`config.mk`:
```
export PLATFORM = sky130hd
export DESIGN_NAME = lpp_div
export DESIGN_NICKNAME = d
export VERILOG_FILES = /design/src/hw/rtl/lpp_pkg.sv /design/src/hw/rtl/lpp_div.sv
export SDC_FILE = /design/constraint.sdc
export NUM_CORES = 2
export LEC_CHECK = 0
export ABC_AREA = 0
export BUFFER_PORTS_ARGS = -buffer_cell sky130_fd_sc_hd__buf_4
export CORE_ASPECT_RATIO = 0.7
export CORE_MARGIN = 2
export CORE_UTILIZATION = 38
export CTS_BUF_LIST = sky130_fd_sc_hd__clkbuf_8 sky130_fd_sc_hd__clkbuf_16
export DETAILED_ROUTE_END_ITERATION = 10
export HOLD_SLACK_MARGIN = 0.1
export PLACE_DENSITY = 0.6
export SLEW_MARGIN = 20
export SYNTH_ARGS = -nofsm -noshare
export SYNTH_HDL_FRONTEND = slang
export SYNTH_SLANG_ARGS = --single-unit
```
`constraint.sdc`:
```
create_clock -name clk -period 3.8 [get_ports clk]
set_input_delay 0.38 -clock clk [delete_from_list [all_inputs] [get_ports clk]]
set_output_delay 0.38 -clock clk [all_outputs]
set_load 0.05 [all_outputs]
```
`src/hw/rtl/lpp_pkg.sv`:
```
// Shared types, widths and helpers of the lidar point projection block.
`timescale 1ns / 1ps
package lpp_pkg;

	localparam int PT_W    = 24;  // Q8.16 point and camera coordinates
	localparam int COEF_W  = 16;  // rotation, translation, focal, principal fields
	localparam int PROD_W  = PT_W + COEF_W;
	localparam int ACC_W   = PROD_W + 2;
	localparam int CAM_W   = ACC_W - 14;
	localparam int NUM_W   = CAM_W + COEF_W + 1;
	localparam int DIV_STEPS = 21;             // quotient bits kept below the clamp
	localparam int Q_W     = DIV_STEPS + 1;
	localparam int PIX_W   = 16;
	localparam int UPIX_W  = 24;
	localparam int PADDR_W = 6;
	localparam int PDATA_W = 64;

	typedef enum logic [1:0] {
		ST_VISIBLE   = 2'd0,
		ST_DEPTH_BAD = 2'd1,
		ST_OUTSIDE   = 2'd2
	} lpp_status_t;

	typedef enum logic [2:0] {
		REG_ROT0  = 3'd0,
		REG_ROT1  = 3'd1,
		REG_ROT2  = 3'd2,
		REG_TRANS = 3'd3,
		REG_FOCAL = 3'd4,
		REG_PRIN  = 3'd5,
		REG_IMG   = 3'd6,
		REG_MAXD  = 3'd7
	} lpp_reg_t;

	// Data that rides alongside the divider stages.
	typedef struct packed {
		logic [PT_W-1:0] cam_x;
		logic [PT_W-1:0] cam_y;
		logic [PT_W-1:0] cam_z;
		logic            depth_bad;
		logic            depth_zero;
		logic            neg_u;
		logic            neg_v;
	} lpp_side_t;

	function automatic logic [PT_W-1:0] sat_cam(input logic signed [CAM_W-1:0] v);
		logic signed [CAM_W-1:0] hi;
		logic signed [CAM_W-1:0] lo;
		hi = CAM_W'(2 ** (PT_W - 1) - 1);
		lo = -CAM_W'(2 ** (PT_W - 1));
		if (v > hi)
			sat_cam = hi[PT_W-1:0];
		else if (v < lo)
			sat_cam = lo[PT_W-1:0];
		else
			sat_cam = v[PT_W-1:0];
	endfunction

	function automatic logic [PIX_W-1:0] sat_pix(input logic signed [UPIX_W-1:0] v);
		logic signed [UPIX_W-1:0] hi;
		logic signed [UPIX_W-1:0] lo;
		hi = UPIX_W'(2 ** (PIX_W - 1) - 1);
		lo = -UPIX_W'(2 ** (PIX_W - 1));
		if (v > hi)
			sat_pix = hi[PIX_W-1:0];
		else if (v < lo)
			sat_pix = lo[PIX_W-1:0];
		else
			sat_pix = v[PIX_W-1:0];
	endfunction

endpackage

```
`src/hw/rtl/lpp_div.sv`:
```
// Pipelined restoring divider, one quotient bit per stage, clamped quotient.
`timescale 1ns / 1ps
module lpp_div
	import lpp_pkg::*;
(
	input  logic             clk,
	input  logic             en,
	input  logic [NUM_W-1:0] num,
	input  logic [PT_W-1:0]  den,
	input  logic             ovf,
	output logic [Q_W-1:0]   quo
);

	logic [NUM_W-1:0]     rem_s [DIV_STEPS];
	logic [PT_W-1:0]      den_s [DIV_STEPS];
	logic [DIV_STEPS-1:0] q_s   [DIV_STEPS];
	logic                 ovf_s [DIV_STEPS];

	genvar k;
	generate
		for (k = 0; k < DIV_STEPS; k++) begin : g_step
			logic [NUM_W-1:0]     rem_in;
			logic [PT_W-1:0]      den_in;
			logic [DIV_STEPS-1:0] q_in;
			logic                 ovf_in;
			logic [NUM_W-1:0]     trial;
			if (k == 0) begin : g_first
				assign rem_in = num;
				assign den_in = den;
				assign q_in   = '0;
				assign ovf_in = ovf;
			end else begin : g_next
				assign rem_in = rem_s[k-1];
				assign den_in = den_s[k-1];
				assign q_in   = q_s[k-1];
				assign ovf_in = ovf_s[k-1];
			end
			assign trial = NUM_W'(den_in) << (DIV_STEPS - 1 - k);
			always_ff @(posedge clk) begin
				if (en) begin
					den_s[k] <= den_in;
					ovf_s[k] <= ovf_in;
					if (rem_in >= trial) begin
						rem_s[k] <= rem_in - trial;
						q_s[k]   <= q_in | (DIV_STEPS'(1) << (DIV_STEPS - 1 - k));
					end else begin
						rem_s[k] <= rem_in;
						q_s[k]   <= q_in;
					end
				end
			end
		end
	endgenerate

	// clamp at 2^DIV_STEPS: any larger quotient lands far outside the image
	assign quo = ovf_s[DIV_STEPS-1] ? Q_W'(1) << DIV_STEPS : {1'b0, q_s[DIV_STEPS-1]};

endmodule

```
# Word level (Yosys, flattened, before mapping)
# Memory sizes are Yosys's and may differ from the RTL's.
# Index checks and enable logic that the tools add are counted.
# W data, S select, Z words.
[classes]
bitwise = 42
magnitude_cmp = 21
add_sub_neg = 21
mux = 171
[ops]
columns = ["operator", "n"]
rows = [
  ["$mux W45", 21],
  ["$mux W21", 21],
  ["$mux W1", 128],
  ["$ge A45 B24 Y1", 1],
  ["$ge A45 B25 Y1", 1],
  ["$ge A45 B26 Y1", 1],
  ["$ge A45 B27 Y1", 1],
  ["$ge A45 B28 Y1", 1],
  ["$ge A45 B29 Y1", 1],
  ["$ge A45 B30 Y1", 1],
  ["$ge A45 B31 Y1", 1],
  ["$ge A45 B32 Y1", 1],
  ["$ge A45 B33 Y1", 1],
  ["$ge A45 B34 Y1", 1],
  ["$ge A45 B35 Y1", 1],
  ["$ge A45 B36 Y1", 1],
  ["$ge A45 B37 Y1", 1],
  ["$ge A45 B38 Y1", 1],
  ["$ge A45 B39 Y1", 1],
  ["$ge A45 B40 Y1", 1],
  ["$ge A45 B41 Y1", 1],
  ["$ge A45 B42 Y1", 1],
  ["$ge A45 B43 Y1", 1],
  ["$ge A45 B44 Y1", 1],
  ["other kinds (23)", 64],
]
[totals]
register_bits = 0
word_cells = 259
ram_bits = 1911
out_inout_bits = 22
in_bits = 72
n_memories = 4
[mem_list]
columns = ["name", "words", "width", "rd", "rd_clocked_by_memory_dff", "wr", "line", "source"]
rows = [
  ["rem_s", 21, 45, 20, 0, 21, "lpp_div.sv:14", "logic [NUM_W-1:0] rem_s [DIV_STEPS];"],
  ["den_s", 21, 24, 20, 0, 21, "lpp_div.sv:15", "logic [PT_W-1:0] den_s [DIV_STEPS];"],
  ["q_s", 21, 21, 21, 0, 21, "lpp_div.sv:16", "logic [DIV_STEPS-1:0] q_s [DIV_STEPS];"],
  ["ovf_s", 21, 1, 21, 0, 21, "lpp_div.sv:17", "logic ovf_s [DIV_STEPS];"],
]

# Longest topological paths before layout
# An unclocked memory read counts as a cell.
[depth]
ltp_word = 6
mapped_depth = 16

# Worst setup path before layout
# No wires, ideal clock.
[synth_path]
path_kind = "flip-flop to flip-flop"
from = "memory rem_s[4][91] (netlist bit)"
to = "memory rem_s[4][159] (netlist bit), data pin"
path_slack_ps = 145
required_ps = 3538
n_path_buf = 1
period_less_slack_ps = 3655
path_stages_with_launch = 15
arrival_ps = 3393
cell_sequence = "edfxtp_1 > inv_1 > ha_1 > inv_1 > fa_1 > a21o_1 > a21o_1 > a21oi_1 > o21ai_0 > a2111oi_0 > nor3_1 > nor4b_4 > inv_2 > buf_2 > mux2_1"
[synth_rtl]
columns = ["element", "line"]
rows = [
  ["from (decl)", "lpp_div.sv:14"],
]

==> impl_metrics.tcl <==
set metrics [dict create \
    status "finished, violations left" \
    violations "negative setup slack" \
    cts.sink_count 1632 \
    syn_inst 7437 \
    total_power_mw 76.88 \
    maxCapViolCount 0 \
    power_leakage_nw 41.21 \
    grt_pass1_vias 57644 \
    yosysWarnings 0 \
    switchingPower_mw 27.86 \
    yosysTopAreaCell "edfxtp_1" \
    yosysTopAreaCellShare_pct 57.17 \
    synthToLayoutAreaGrowth_pct 22.30 \
    rows 145 \
    place_inst 11150 \
    layoutNonFillerInstCount 11605 \
    min_path_type "primary input to flop" \
    clk_pin_slew_ps 70 \
    endpoint_kind "flop" \
    grt_max_degree 184 \
    post_drt_wl_per_cell_um 21.95 \
    clkLatencyLatePin_ps 860 \
    ys.flop_type "edfxtp_1" \
    vias 62791 \
    layout_common_cells "edfxtp_1 (1,632), buf_4 (892), nand2_1 (663)" \
    place_area_um2 95740 \
    synth.net_count 8033 \
    synth.area.top_cells "edfxtp_1 (57%), ha_1 (7.4%), o21ai_0 (3.1%), xnor2_1 (3.0%), xor2_1 (2.9%)" \
    dp_slack_ps -789.1 \
    rsz0062_at_grt "yes" \
    async_flop_share_pct 0 \
    drc_errors 0 \
    critPathArrivalTime_ps 4350 \
    grt_pass1_wl_mm 373.9 \
    r2r_setup_slack_ps -30 \
    die_h_um 401.4 \
    core-area_um2 223700 \
    die_area_um2 229500 \
    drt_iter0_drc 7348 \
    fin_nets 9047 \
    cts-root-buf "clkbuf_16" \
    worst_pin_slew_ps 1153 \
    antenna_found_initial 15 \
    startpoint_type "flop" \
    crit_type "flop to flop" \
    ys_ff_latch 1632 \
    seq_power_share_pct 36.2 \
    ys_seq_area_share_pct 57.17 \
    cts_buffers 179 \
    slew_headroom_pct 22.30 \
    timing.hold.ws_ps 279.7 \
    clock.fmax_ghz 0.2609 \
    period_minus_slack_ps 3832 \
    htree_levels 4 \
    synth_area_per_cell_um2 11.53 \
    clock_skew_ps 101.9 \
    tritoncts "yes" \
    final_common_cell "edfxtp_1" \
    netlist_area_um2 85730 \
    crit_required_ps 4320 \
    combPwrFrac_pct 40.7 \
    die_x_um 571.7 \
    dr.pass1.iters 6 \
    hold_viol 0 \
    powerDensity_nw_per_um2 733.3 \
    crit_fanout 4 \
    synth.distinct_cells 93 \
    finalSetupViolations 2 \
    switching_share_pct 36.24 \
    min_period_over_period_pct 100.9 \
    clockPowerShare_pct 23.1 \
    setup_slack_ps -32.42 \
    hpwl_mm 195.2 \
    totalWireLength_mm 254.7 \
    irDropWorstVdd_v 0.0004032 \
    start_util_pct 38.32 \
    stdcell_area_um2 104800 \
    place_congestion 0.9475 \
    grt-ovfl-total 0 \
    intPower_mw 49.02 \
    ioPinCount 94 \
    track_usage_pct 21.59 \
    port_buffers 93 \
    drive_gt1_share_pct 18.62 \
    antenna_left 0 \
    via_per_inst 5.411 \
    slew_viol_final 0 \
    synth_edf_count 1632 \
    cts_max_path_buffers 4 \
]
[sequential cells by signal, indices dropped and copies added, names as in the netlist]
signal and flops:
ovf_s 21, rem_s 900, q_s 231, den_s 480
[cells by family (layout without fill, tap and decap cells)]
logic type	count (synthesis)	after routing	share of synthesized area, %
adder cells (fa/ha/maj)	524	524	7.823
XOR/XNOR	581	581	5.936
flip-flops	1632	1632	57.17
buffers and inverters	812	1963	3.571
other	0	4	0
AND/OR/NAND/NOR	2086	2086	12.09
multiplexers	64	64	0.8261
AO/OA/AOI/OAI	1738	1738	12.58
[power groups by stage]
stage	combinational (mW)	clock, mW	sequential [mW]
floorplan	18.4	0	26.8
global placement	28.4	0	28.1
detailed placement	28.6	0	28.0
CTS	29.4	18.2	27.7
global route	34.0	18.9	28.2
finish	31.3	17.8	27.8
[layer usage]
layer	GRT usage, %	vias to the layer above	wire [um]
met5	0	-	12
met1	38.21	30697	137700
li1	-	29424	-
met2	22.72	2444	80970
met4	3.152	2	2973
met3	8.429	224	33060
[cell usage after synthesis, types with 9 or more instances]
master / count
nor2b_1: 101
nand2b_1: 111
and2_1: 22
o31ai_1: 45
and3_1: 38
mux2i_1: 10
a211oi_1: 50
fa_1: 20
a21boi_0: 25
nor2_1: 405
o41ai_1: 11
or2_2: 28
nor4b_1: 22
a211o_1: 12
ha_1: 504
nor3b_1: 22
a21oi_1: 458
nand2_1: 670
nand4_1: 98
mux2_2: 52
edfxtp_1: 1632
a311oi_1: 10
o21a_1: 70
inv_1: 636
nand3b_1: 11
o21bai_1: 52
xnor2_1: 293
nor3_1: 150
o21ai_0: 535
clkbuf_1: 158
xor2_1: 288
or3_1: 59
o211ai_1: 29
nor4_1: 120
a21o_1: 268
nand3_1: 128
and4_1: 14
o31a_1: 9
o2111ai_1: 11
nand4b_1: 24
a31oi_1: 44
or4_1: 28
a2111oi_0: 10
a41oi_1: 9
[final timing paths]
check               startpoint            end  cells past startpoint
hold reg to reg    q_s[0][104]    q_s[0][125]                      0
hold / removal          num[3]    rem_s[0][3]                      2
setup / recovery  rem_s[4][91]  rem_s[4][176]                     19
setup reg to reg  rem_s[4][91]  rem_s[4][176]                     19
[what timing repair did]
item	4_1_cts	5_1_grt
endpoints found under the setup margin	362	426
hold buffers	71	0
gates cloned	0	1
gates resized for setup	147	292
buffers inserted	14	50
pin swaps	39	124
hold endpoints to repair	87	0
[worst max-delay path, stage by stage, from the launching register on]
cell       delay [ps]
edfxtp_1          380
inv_1              80
ha_2              180
inv_2              40
fa_2              360
a21o_1            160
a21o_1            170
a21oi_2           160
o21ai_2           120
a2111oi_4         460
buf_6             190
or2_4             130
buf_6              90
o31a_1            160
o21ai_1            90
buf_4             170
nor3_4            220
buf_6             150
nand2b_4           60
xnor2_2           120
[through the flow]
stage	util (%)	setup TNS (ps)
2_1_floorplan	-	0
3_3_place_gp	42.80	-37550
3_5_place_dp	42.80	-45270
4_1_cts	46.08	0
5_1_grt	46.86	-1160
6_report	46.87	-33.74
[final cells by class]
class,count,area [um2]
diodes,4,10.01
clock buffers,180,4504
clock inverters,138,1375
fillers,20192,118900
inverters,639,2399
multi-input cells,4993,35640
flip-flops and latches,1632,49010
well taps,3013,3770
repair buffers,1006,8132
No activity file was read; power rests on OpenSTA's default activity.
